--- config.mk ---
export PLATFORM = sky130hd
export DESIGN_NAME = motion_pickup_shake_detector
export DESIGN_NICKNAME = d
export VERILOG_FILES = /design/src/design/mpsd_pkg.sv /design/src/design/mpsd_core.sv /design/src/design/motion_pickup_shake_detector.sv
export SDC_FILE = /design/constraint.sdc
export NUM_CORES = 2
export LEC_CHECK = 0
export ABC_CLOCK_PERIOD_IN_PS = 10140
export BUFFER_PORTS_ARGS = -buffer_cell sky130_fd_sc_hd__buf_4
export CORE_MARGIN = 8
export CORE_UTILIZATION = 60
export DETAILED_ROUTE_END_ITERATION = 12
export GPL_TIMING_DRIVEN = 0
export PLACE_DENSITY_LB_ADDON = 0.1
export SLEW_MARGIN = 20
export SYNTH_ARGS = -nofsm -noshare
export SYNTH_HDL_FRONTEND = slang
export SYNTH_SLANG_ARGS = --single-unit
export TNS_END_PERCENT = 5
--- constraint.sdc ---
create_clock -name clk -period 10.14 [get_ports clk]
set_input_delay 1.521 -clock clk [delete_from_list [all_inputs] [get_ports clk]]
set_output_delay 1.521 -clock clk [all_outputs]
set_load 0.03 [all_outputs]
--- src/design/mpsd_pkg.sv ---
//------------------------------------------------------------------------------
// mpsd_pkg
// Shared types and constants of the motion pickup and shake detector.
//------------------------------------------------------------------------------
`default_nettype none

package mpsd_pkg;

    // Width of the squared acceleration norm and of every timestamp.
    localparam int NORM_W = 32;
    localparam int TIME_W = 32;
    localparam int ROT_W  = 17;
    localparam int CNT_W  = 4;
    localparam int CFG_DATA_W = 32;
    localparam int CFG_INDEX_W = 3;

    // Consecutive motion samples that make a pickup.
    localparam logic [CNT_W-1:0] PICKUP_RUN_NEEDED = 4'd3;
    localparam logic [CNT_W-1:0] CNT_MAX = 4'd15;

    // Reset values of the configuration registers.
    localparam logic [16:0] RST_PICKUP_ROT_MIN   = 17'd5000;
    localparam logic [31:0] RST_PICKUP_DELTA_MIN = 32'd6000000;
    localparam logic [15:0] RST_PICKUP_COOLDOWN  = 16'd5000;
    localparam logic [16:0] RST_SHAKE_ROT_MIN    = 17'd30000;
    localparam logic [31:0] RST_SHAKE_DELTA_MIN  = 32'd16000000;
    localparam logic [3:0]  RST_SHAKE_PEAKS      = 4'd3;
    localparam logic [15:0] RST_SHAKE_WINDOW     = 16'd900;
    localparam logic [15:0] RST_SHAKE_PEAK_GAP   = 16'd80;

    typedef enum logic [CFG_INDEX_W-1:0] {
        REG_PICKUP_ROT_MIN   = 3'd0,
        REG_PICKUP_DELTA_MIN = 3'd1,
        REG_PICKUP_COOLDOWN  = 3'd2,
        REG_SHAKE_ROT_MIN    = 3'd3,
        REG_SHAKE_DELTA_MIN  = 3'd4,
        REG_SHAKE_PEAKS      = 3'd5,
        REG_SHAKE_WINDOW     = 3'd6,
        REG_SHAKE_PEAK_GAP   = 3'd7
    } cfg_index_t;

    typedef struct packed {
        logic [ROT_W-1:0]  pickup_rot_min;
        logic [NORM_W-1:0] pickup_delta_min;
        logic [15:0]       pickup_cooldown;
        logic [ROT_W-1:0]  shake_rot_min;
        logic [NORM_W-1:0] shake_delta_min;
        logic [CNT_W-1:0]  shake_peaks_needed;
        logic [15:0]       shake_window;
        logic [15:0]       shake_peak_gap;
    } cfg_t;

    // Result of one detector update.
    typedef struct packed {
        logic              pickup_event;
        logic              shake_event;
        logic [NORM_W-1:0] norm_change;
    } det_result_t;

    // Magnitude of a 16-bit two's complement sample, 0 to 32768.
    function automatic logic [15:0] mag16(input logic [15:0] raw);
        logic [15:0] neg;
        begin
            neg = (~raw) + 16'd1;
            mag16 = raw[15] ? neg : raw;
        end
    endfunction

endpackage

`default_nettype wire

--- src/design/mpsd_core.sv ---
//------------------------------------------------------------------------------
// mpsd_core
// Per-sample detector state: norm change, shake peak window and pickup run.
//------------------------------------------------------------------------------
`default_nettype none

module mpsd_core (
    input  wire logic                        clk,
    input  wire logic                        rst_n,
    input  wire logic                        step,
    input  wire mpsd_pkg::cfg_t              cfg,
    input  wire logic [mpsd_pkg::NORM_W-1:0] norm,
    input  wire logic [mpsd_pkg::ROT_W-1:0]  rot,
    input  wire logic [mpsd_pkg::TIME_W-1:0] now,
    output mpsd_pkg::det_result_t            result
);
    import mpsd_pkg::*;

    logic [NORM_W-1:0] prev_norm_reg;
    logic              first_reg;
    logic [CNT_W-1:0]  pickup_run_reg, pickup_run_next;
    logic [TIME_W-1:0] last_pickup_reg, last_pickup_next;
    logic [TIME_W-1:0] win_start_reg, win_start_next;
    logic [TIME_W-1:0] last_peak_reg, last_peak_next;
    logic [CNT_W-1:0]  peak_count_reg, peak_count_next;

    logic [NORM_W-1:0] change;
    logic [TIME_W-1:0] el_win, el_peak, el_pick;
    logic              hard_hit, motion, win_over;
    logic              shake, pick;
    logic [CNT_W-1:0]  run_inc;

    assign el_win  = now - win_start_reg;
    assign el_peak = now - last_peak_reg;
    assign el_pick = now - last_pickup_reg;
    assign win_over = el_win > {16'd0, cfg.shake_window};

    always_comb
    begin
        if (first_reg)
            change = '0;
        else if (norm >= prev_norm_reg)
            change = norm - prev_norm_reg;
        else
            change = prev_norm_reg - norm;
    end

    assign hard_hit = (rot > cfg.shake_rot_min) && (change > cfg.shake_delta_min);
    assign motion   = !hard_hit && ((rot > cfg.pickup_rot_min) ||
                                    (change > cfg.pickup_delta_min));

    always_comb
    begin
        win_start_next  = win_start_reg;
        last_peak_next  = last_peak_reg;
        peak_count_next = peak_count_reg;
        shake           = 1'b0;
        if (!hard_hit)
        begin
            // A window opened at time zero never expires here.
            if ((win_start_reg != '0) && win_over)
            begin
                peak_count_next = '0;
                win_start_next  = '0;
                last_peak_next  = '0;
            end
        end
        else
        begin
            if ((peak_count_reg == '0) || win_over)
            begin
                win_start_next  = now;
                last_peak_next  = now;
                peak_count_next = 4'd1;
            end
            else if (el_peak >= {16'd0, cfg.shake_peak_gap})
            begin
                last_peak_next = now;
                if (peak_count_reg < CNT_MAX)
                    peak_count_next = peak_count_reg + 4'd1;
            end
            if (peak_count_next >= cfg.shake_peaks_needed)
            begin
                shake           = 1'b1;
                peak_count_next = '0;
                win_start_next  = '0;
                last_peak_next  = '0;
            end
        end
    end

    always_comb
    begin
        if (!motion)
            run_inc = '0;
        else if (pickup_run_reg < CNT_MAX)
            run_inc = pickup_run_reg + 4'd1;
        else
            run_inc = pickup_run_reg;
        pick             = 1'b0;
        pickup_run_next  = run_inc;
        last_pickup_next = last_pickup_reg;
        if ((run_inc >= PICKUP_RUN_NEEDED) && (el_pick >= {16'd0, cfg.pickup_cooldown}))
        begin
            pick             = 1'b1;
            pickup_run_next  = '0;
            last_pickup_next = now;
        end
    end

    always_ff @(posedge clk or negedge rst_n)
    begin
        if (!rst_n)
        begin
            prev_norm_reg   <= '0;
            first_reg       <= 1'b1;
            pickup_run_reg  <= '0;
            last_pickup_reg <= '0;
            win_start_reg   <= '0;
            last_peak_reg   <= '0;
            peak_count_reg  <= '0;
        end
        else if (step)
        begin
            prev_norm_reg   <= norm;
            first_reg       <= 1'b0;
            pickup_run_reg  <= pickup_run_next;
            last_pickup_reg <= last_pickup_next;
            win_start_reg   <= win_start_next;
            last_peak_reg   <= last_peak_next;
            peak_count_reg  <= peak_count_next;
        end
    end

    assign result.pickup_event = pick;
    assign result.shake_event  = shake;
    assign result.norm_change  = change;

endmodule

`default_nettype wire

--- src/design/motion_pickup_shake_detector.sv ---
// Each word is registered in the squaring stage, then in the result register.
// Throughput: one word per cycle; the squaring stage and the detector stage
// both advance every cycle unless the result register is held by out_stall.
// Reset: rst_n clears the pipeline valid flags and the detector state and
// loads the default thresholds into the configuration registers.
//------------------------------------------------------------------------------
// motion_pickup_shake_detector
// Accelerometer norm change, shake peak counting and pickup detection.
//------------------------------------------------------------------------------
`default_nettype none

module motion_pickup_shake_detector (
    input  wire logic                             clk,
    input  wire logic                             rst_n,
    input  wire logic                             cfg_write_en,
    input  wire logic [mpsd_pkg::CFG_INDEX_W-1:0] cfg_index,
    input  wire logic [mpsd_pkg::CFG_DATA_W-1:0]  cfg_data,
    input  wire logic                             in_valid,
    output logic                                  in_stall,
    input  wire logic signed [15:0]               accel_x,
    input  wire logic signed [15:0]               accel_y,
    input  wire logic signed [15:0]               accel_z,
    input  wire logic signed [15:0]               rate_x,
    input  wire logic signed [15:0]               rate_y,
    input  wire logic signed [15:0]               rate_z,
    input  wire logic [31:0]                      timestamp_ms,
    output logic                                  out_valid,
    input  wire logic                             out_stall,
    output logic                                  pickup_event,
    output logic                                  shake_event,
    output logic [16:0]                           rotation_activity,
    output logic [31:0]                           norm_change
);
    import mpsd_pkg::*;

    cfg_t cfg_reg;

    logic              s1_valid_reg;
    logic [NORM_W-1:0] s1_norm_reg;
    logic [ROT_W-1:0]  s1_rot_reg;
    logic [TIME_W-1:0] s1_time_reg;

    logic              out_valid_reg;
    logic              out_pick_reg, out_shake_reg;
    logic [ROT_W-1:0]  out_rot_reg;
    logic [NORM_W-1:0] out_change_reg;

    logic        in_accept, out_free, s1_move;
    logic [15:0] mx, my, mz;
    logic [31:0] sq_x, sq_y, sq_z;
    logic [NORM_W-1:0] norm_calc;
    logic [ROT_W-1:0]  rot_calc;
    det_result_t det;

    // Configuration registers.
    always_ff @(posedge clk or negedge rst_n)
    begin
        if (!rst_n)
        begin
            cfg_reg.pickup_rot_min     <= RST_PICKUP_ROT_MIN;
            cfg_reg.pickup_delta_min   <= RST_PICKUP_DELTA_MIN;
            cfg_reg.pickup_cooldown    <= RST_PICKUP_COOLDOWN;
            cfg_reg.shake_rot_min      <= RST_SHAKE_ROT_MIN;
            cfg_reg.shake_delta_min    <= RST_SHAKE_DELTA_MIN;
            cfg_reg.shake_peaks_needed <= RST_SHAKE_PEAKS;
            cfg_reg.shake_window       <= RST_SHAKE_WINDOW;
            cfg_reg.shake_peak_gap     <= RST_SHAKE_PEAK_GAP;
        end
        else if (cfg_write_en)
        begin
            case (cfg_index_t'(cfg_index))
                REG_PICKUP_ROT_MIN:   cfg_reg.pickup_rot_min     <= cfg_data[16:0];
                REG_PICKUP_DELTA_MIN: cfg_reg.pickup_delta_min   <= cfg_data;
                REG_PICKUP_COOLDOWN:  cfg_reg.pickup_cooldown    <= cfg_data[15:0];
                REG_SHAKE_ROT_MIN:    cfg_reg.shake_rot_min      <= cfg_data[16:0];
                REG_SHAKE_DELTA_MIN:  cfg_reg.shake_delta_min    <= cfg_data;
                REG_SHAKE_PEAKS:      cfg_reg.shake_peaks_needed <= cfg_data[3:0];
                REG_SHAKE_WINDOW:     cfg_reg.shake_window       <= cfg_data[15:0];
                REG_SHAKE_PEAK_GAP:   cfg_reg.shake_peak_gap     <= cfg_data[15:0];
                default: ;
            endcase
        end
    end

    // Handshake: the squaring stage empties whenever the result register can load.
    assign out_free  = !out_valid_reg || !out_stall;
    assign s1_move   = s1_valid_reg && out_free;
    assign in_stall  = s1_valid_reg && !out_free;
    assign in_accept = in_valid && !in_stall;

    // Squaring stage. Each square is at most 2^30, so the sum fits in 32 bits.
    assign mx = mag16(accel_x);
    assign my = mag16(accel_y);
    assign mz = mag16(accel_z);
    assign sq_x = {16'd0, mx} * {16'd0, mx};
    assign sq_y = {16'd0, my} * {16'd0, my};
    assign sq_z = {16'd0, mz} * {16'd0, mz};
    assign norm_calc = sq_x + sq_y + sq_z;
    assign rot_calc = {1'b0, mag16(rate_x)} + {1'b0, mag16(rate_y)} +
                      {1'b0, mag16(rate_z)};

    always_ff @(posedge clk or negedge rst_n)
    begin
        if (!rst_n)
            s1_valid_reg <= 1'b0;
        else if (in_accept)
            s1_valid_reg <= 1'b1;
        else if (s1_move)
            s1_valid_reg <= 1'b0;
    end

    always_ff @(posedge clk)
    begin
        if (in_accept)
        begin
            s1_norm_reg <= norm_calc;
            s1_rot_reg  <= rot_calc;
            s1_time_reg <= timestamp_ms;
        end
    end

    mpsd_core u_core (
        .clk    (clk),
        .rst_n  (rst_n),
        .step   (s1_move),
        .cfg    (cfg_reg),
        .norm   (s1_norm_reg),
        .rot    (s1_rot_reg),
        .now    (s1_time_reg),
        .result (det)
    );

    always_ff @(posedge clk or negedge rst_n)
    begin
        if (!rst_n)
            out_valid_reg <= 1'b0;
        else if (s1_move)
            out_valid_reg <= 1'b1;
        else if (!out_stall)
            out_valid_reg <= 1'b0;
    end

    always_ff @(posedge clk)
    begin
        if (s1_move)
        begin
            out_pick_reg   <= det.pickup_event;
            out_shake_reg  <= det.shake_event;
            out_rot_reg    <= s1_rot_reg;
            out_change_reg <= det.norm_change;
        end
    end

    assign out_valid         = out_valid_reg;
    assign pickup_event      = out_pick_reg;
    assign shake_event       = out_shake_reg;
    assign rotation_activity = out_rot_reg;
    assign norm_change       = out_change_reg;

endmodule

`default_nettype wire
Word-level counts from Yosys, hierarchy flattened
Index checks and enable logic that the tools add are counted.
{"block": "totals", "regBits": 421, "output_inout_bits": 53}
{"block": "op_classes", "n_mul": 3, "n_reduce_logical": 32, "n_lt_le_gt_ge": 12, "n_eq_ne": 10, "addsub": 17, "bitwise_logic": 6, "muxes": 32}
{"op": "$mux 32", "count": 10}
{"op": "$sub 32x32->32", "count": 5}
{"op": "$add 16x1->16 const B", "count": 6}
{"op": "$mul 16x16->32", "count": 3}
{"op": "$mux 16", "count": 6}
{"op": "$not 16->16", "count": 6}
{"op": "$add 32x32->32", "count": 2}
{"op": "$ge 32x16->1", "count": 2}
{"op": "$gt 32x32->1", "count": 2}
{"op": "$mux 4", "count": 10}
{"op": "$gt 17x17->1", "count": 2}
{"op": "$ge 32x32->1", "count": 1}
{"op": "$gt 32x16->1", "count": 1}
{"op": "$reduce_bool 32->1", "count": 1}
{"op": "$reduce_and 2->1", "count": 10}
{"op": "$add 16x16->17", "count": 1}
{"op": "$add 17x16->17", "count": 1}
{"op": "$eq 3x3->1 const B", "count": 4}
{"op": "$add 4x1->4 const B", "count": 2}
{"op": "$lt 4x4->1 const B", "count": 2}
{"op": "$logic_and 1x1->1", "count": 7}
{"op": "$eq 3x2->1 const B", "count": 2}
{"op": "$mux 1", "count": 6}
{"op": "$reduce_and 3->1", "count": 2}
{"op": "11 further kinds", "count": 18}

Depth between registers and ports, before layout
{"block": "logic_depth", "depth_word": 11, "ltp_mapped": 38}

Modules after synthesis
A second synthesis with hierarchy kept.
{"block": "unflattened", "cells_unflattened": 5629, "hier_area_um2": 53171.0}
{"mod": "motion_pickup_shake_detector", "n_inst": 1, "area_per_inst_um2": 34286.6, "seq_area_each_um2": 7820.0, "cells_per_inst": 3206}
{"mod": "mpsd_core", "n_inst": 1, "area_per_inst_um2": 18884.4, "seq_area_each_um2": 3429.5, "cells_per_inst": 2423}

Worst setup path after synthesis
OpenSTA, ideal clock, no wires.
{"block": "synth_timing", "path_type": "input to register", "start": "input port accel_x[0]", "end": "register s1_norm_reg[28], data pin", "required_time_ps": 9881, "setup_slack_ps": -434, "cell_stages": 32, "setup_time_ps": 259, "arrival_time_ps": 10315, "n_path_buf": 1, "cell_sequence": "inv_1 clkbuf_1 ha_1 nand2_1 or4_1 o21ai_0 nand2_1 xor2_1 clkinv_1 nor2_1 fa_1 fa_1 fa_1 inv_1 fa_1 fa_1 inv_1 fa_1 fa_1 fa_1 inv_1 fa_1 inv_1 ha_1 a2111oi_0 a211o_1 a21boi_0 nor3_1 o31ai_1 a21o_1 a21oi_1 xnor2_1"}
{"block": "synth_via", "elab_chain_len": 6}
{"element": "start: declaration", "line_no": "motion_pickup_shake_detector.sv:20", "text": "input wire logic signed [15:0] accel_x,"}
{"element": "$not 16->16", "line_no": "mpsd_pkg.sv:64", "text": "neg = (~raw) + 16'd1;"}
{"element": "$add 16x1->16", "line_no": "mpsd_pkg.sv:64"}
{"element": "$mux 16 *", "line_no": "mpsd_pkg.sv:65", "text": "mag16 = raw[15] ? neg : raw;"}
{"element": "$mul 16x16->32 *", "line_no": "motion_pickup_shake_detector.sv:95", "text": "assign sq_x = {16'd0, mx} * {16'd0, mx};"}
{"element": "$add 32x32->32 * (2 in a row)", "line_no": "motion_pickup_shake_detector.sv:98", "text": "assign norm_calc = sq_x + sq_y + sq_z;"}
{"element": "net norm_calc[28]", "line_no": "motion_pickup_shake_detector.sv:51", "text": "logic [NORM_W-1:0] norm_calc;"}
{"element": "end signal: assignment", "line_no": "motion_pickup_shake_detector.sv:116", "text": "s1_norm_reg <= norm_calc;"}
{"element": "end: declaration", "line_no": "motion_pickup_shake_detector.sv:39", "text": "logic [NORM_W-1:0] s1_norm_reg;"}
The timed path passes the listed nets; every way through them passes the cells marked *.
A chain may end at the register's enable or synchronous reset.

Final worst setup path
{"block": "layout_timing", "start": "input port accel_x[2]", "end": "register s1_norm_reg[30], data pin"}
Same word-level chain as after synthesis.

==> results.yml <==
critical_path:
  end_kind: "flip-flop"
  cp_max_fo: 9
  critical_path_class: "in2reg"
  crit_arrival_ps: 10440
  critPathSlowestCell: "fa_1"
  critical_path.max_stage_delay_ps: 540
  required_ps: 10500
  critPathBufInv: 7
  path_delay_family: "adder cells"
  timing.critical_path.from_type: "primary input"
  crit_top_cell: "fa_1"
layout:
  fillCellCount: 6875
  drive_above_1_share: 0.133
  seqCellArea_um2: 11200
  nNetsFinal: 7367
  multi_input_area_um2: 37000
  largest_reg_flops: 150
  area_growth_pct: 13.2
timing:
  slew_viol_final: 0
  fin_skew_ps: 42.7
  max_freq_mhz: 99.2
  rsz0062_at_grt: "true"
  fin_tns_setup_ps: 0
  post-route-period-util: 0.994
  slew_headroom: 0.312
  post-route-min-period_ps: 10080
  finalHoldViolations: 0
  setup_viol: 0
  tightestPinTransition_ps: 1030
grt:
  antenna_found_initial: 6
  grt_max_degree: 95
  grt_pass1_vias: 42200
  grt_usage: 0.292
  grt-ovfl-total: 0
  grt_pass1_wl_um: 226000
yosys:
  syn-instance-count: 5600
  synth-seq-cells: 421
  ys.flop_type: "dfrtp_1"
  yosysSeqAreaShare: 0.215
  mappedNetlistArea_um2: 52300
  yosys_warnings: 0
  async_reset_ff_frac: 0.686
  syn_area_per_cell_um2: 9.35
  synth-edff-count: 132
  yosysUniqueCellTypes: 90
floorplanning:
  die_area_um2: 96900
  ios: 221
  die_y_um: 311
  core_um2: 86600
  rows: 108
  die_w_um: 311
  start_util: 0.604
cts:
  cts_root_buffer: "clkbuf_16"
  clockBufferDepth: 3
  cts_tree: "done"
  clk-insertion-delay-late_ps: 640
  clk_pin_slew_worst_paths_ps: 60
  cts.sinks: 421
  ctsHoldBuffers: 0
  htree_num_levels: 2
  cts_buffers: 49
placed_design:
  numPortBuffers: 217
  dpl.hpwl_um: 116000
  routabilityCongestion: 0.950
flow_run:
  drv_cap: 0
routing:
  drt_first_pass_iters: 5
  wire_per_inst_um: 19.9
  vias: 40400
  drc: 0
  drt_iter0_markers: 2909
  via_per_inst: 5.62
  antenna_left: 0
  postRouteWirelength_um: 143000
worst_hold_path:
  hold_path_class: "reg2reg"
run_status:
  status: "finished clean"
==> per-layer routing <==
layer,vias to the layer above,share of wire,track usage
met5,-,0,0
met4,0,0.048,0.127
met3,352,0.049,0.0365
met2,1170,0.51,0.511
met1,20000,0.40,0.362
li1,18800,-,-
==> final cells by class <==
type                       count  share of cell area
timing repair buffer         299              0.0404
clock buffer                  77              0.0250
inverter                    1279              0.0824
clock inverter                15             0.00336
multi-input combinational   3805               0.624
antenna                        6            0.000253
sequential                   421               0.190
tap                         1155              0.0244
buffer                       129              0.0106
==> what timing repair did <==
action,CTS,global route
setup endpoints to repair,21,11
resized for setup,137,122
setup buffers,35,39
pin swaps,21,53
==> worst reg2reg max path: cells and delay by family, from the launching register on <==
kind | cells | cell delay [ps]
DFF | 1 | 420
AOI/OAI and AO/OA | 9 | 2650
muxes | 1 | 310
adders and majority gates | 2 | 470
buffers and inverters | 6 | 2120
and+or+nand+nor | 13 | 3410
==> final timing paths <==
| kind | cells after the start | end | slack [ps] | from |
|---|---|---|---|---|
| setup / recovery | 33 | s1_norm_reg[30] | 60 | accel_x[2] |
| hold / removal | 0 | rotation_activity[0] | 470 | s1_rot_reg[0] |
| setup reg to reg | 31 | u_core.last_pickup_reg[23] | 680 | s1_norm_reg[3] |
| hold reg to reg | 0 | rotation_activity[0] | 470 | s1_rot_reg[0] |
| max in group asynchronous | 3 | cfg_reg[54] | 8060 | rst_n |
| min in group asynchronous | 1 | cfg_reg[79] | 830 | rst_n |
==> cell usage in the layout (no fill, tap or decap), drive strengths merged, types with 38 or more instances in the layout <==
cell type and n:
nand4 48, mux2 158, a21oi 236, clkbuf 187
nor3 44, o21a 44, nand2 400, nand3 38
buf 318, ha 581, xnor2 115, a21o 153
dfstp 43, and3 57, edfxtp 132, inv 1265
dfrtp 246, o21ai 283, nand2b 39, fa 634
xor2 115, nor2 353
==> kinds of logic after synthesis <==
group / after synthesis / synth area share
other: 2 / 0.000143
buffers and inverters: 1409 / 0.102
AOI/OAI and AO/OA: 970 / 0.118
xor gates and xnor gates: 230 / 0.0385
adders and majority gates: 1215 / 0.381
muxes: 194 / 0.0430
DFF: 421 / 0.215
and+or+nand+nor: 1159 / 0.103
==> metrics by stage <==
stage	util	cell area, um^2	hold WS, ps	worst slack [ps]	instances
3_5_place_dp	0.644	55800	453	-2490	7015
6_report	0.684	59300	469	57.8	7186
4_1_cts	0.674	58400	467	-11.2	7141
2_1_floorplan	-	52500	426	16.0	5635
5_1_grt	0.684	59300	491	-198	7186
3_3_place_gp	0.642	55600	433	-2320	7007
==> cells in the mapped netlist, types with 22 or more instances <==
master | instances | share of area
nor2_1 | 353 | 0.025
and3_1 | 56 | 0.0067
nor3_1 | 44 | 0.0042
o21bai_1 | 23 | 0.0033
dfrtp_1 | 246 | 0.12
o21a_1 | 44 | 0.0063
edfxtp_1 | 132 | 0.076
xor2_1 | 115 | 0.019
xnor2_1 | 115 | 0.019
mux2_4 | 30 | 0.0086
clkbuf_1 | 117 | 0.0084
a211oi_1 | 26 | 0.0037
o31ai_1 | 33 | 0.0047
a21o_1 | 151 | 0.022
nand4_1 | 48 | 0.0057
ha_1 | 581 | 0.14
nand2b_1 | 39 | 0.0047
nand2_1 | 400 | 0.029
or3_1 | 23 | 0.0027
dfstp_2 | 43 | 0.022
inv_1 | 1259 | 0.090
mux2_2 | 128 | 0.028
nor2b_1 | 36 | 0.0043
mux2i_1 | 36 | 0.0069
nor4_1 | 22 | 0.0026
o21ai_0 | 280 | 0.027
nand3_1 | 38 | 0.0036
fa_1 | 634 | 0.24
a21oi_1 | 236 | 0.023
Power is not shown: default switching activity piles up to over one toggle a cycle in this logic, so the estimate is an artifact.
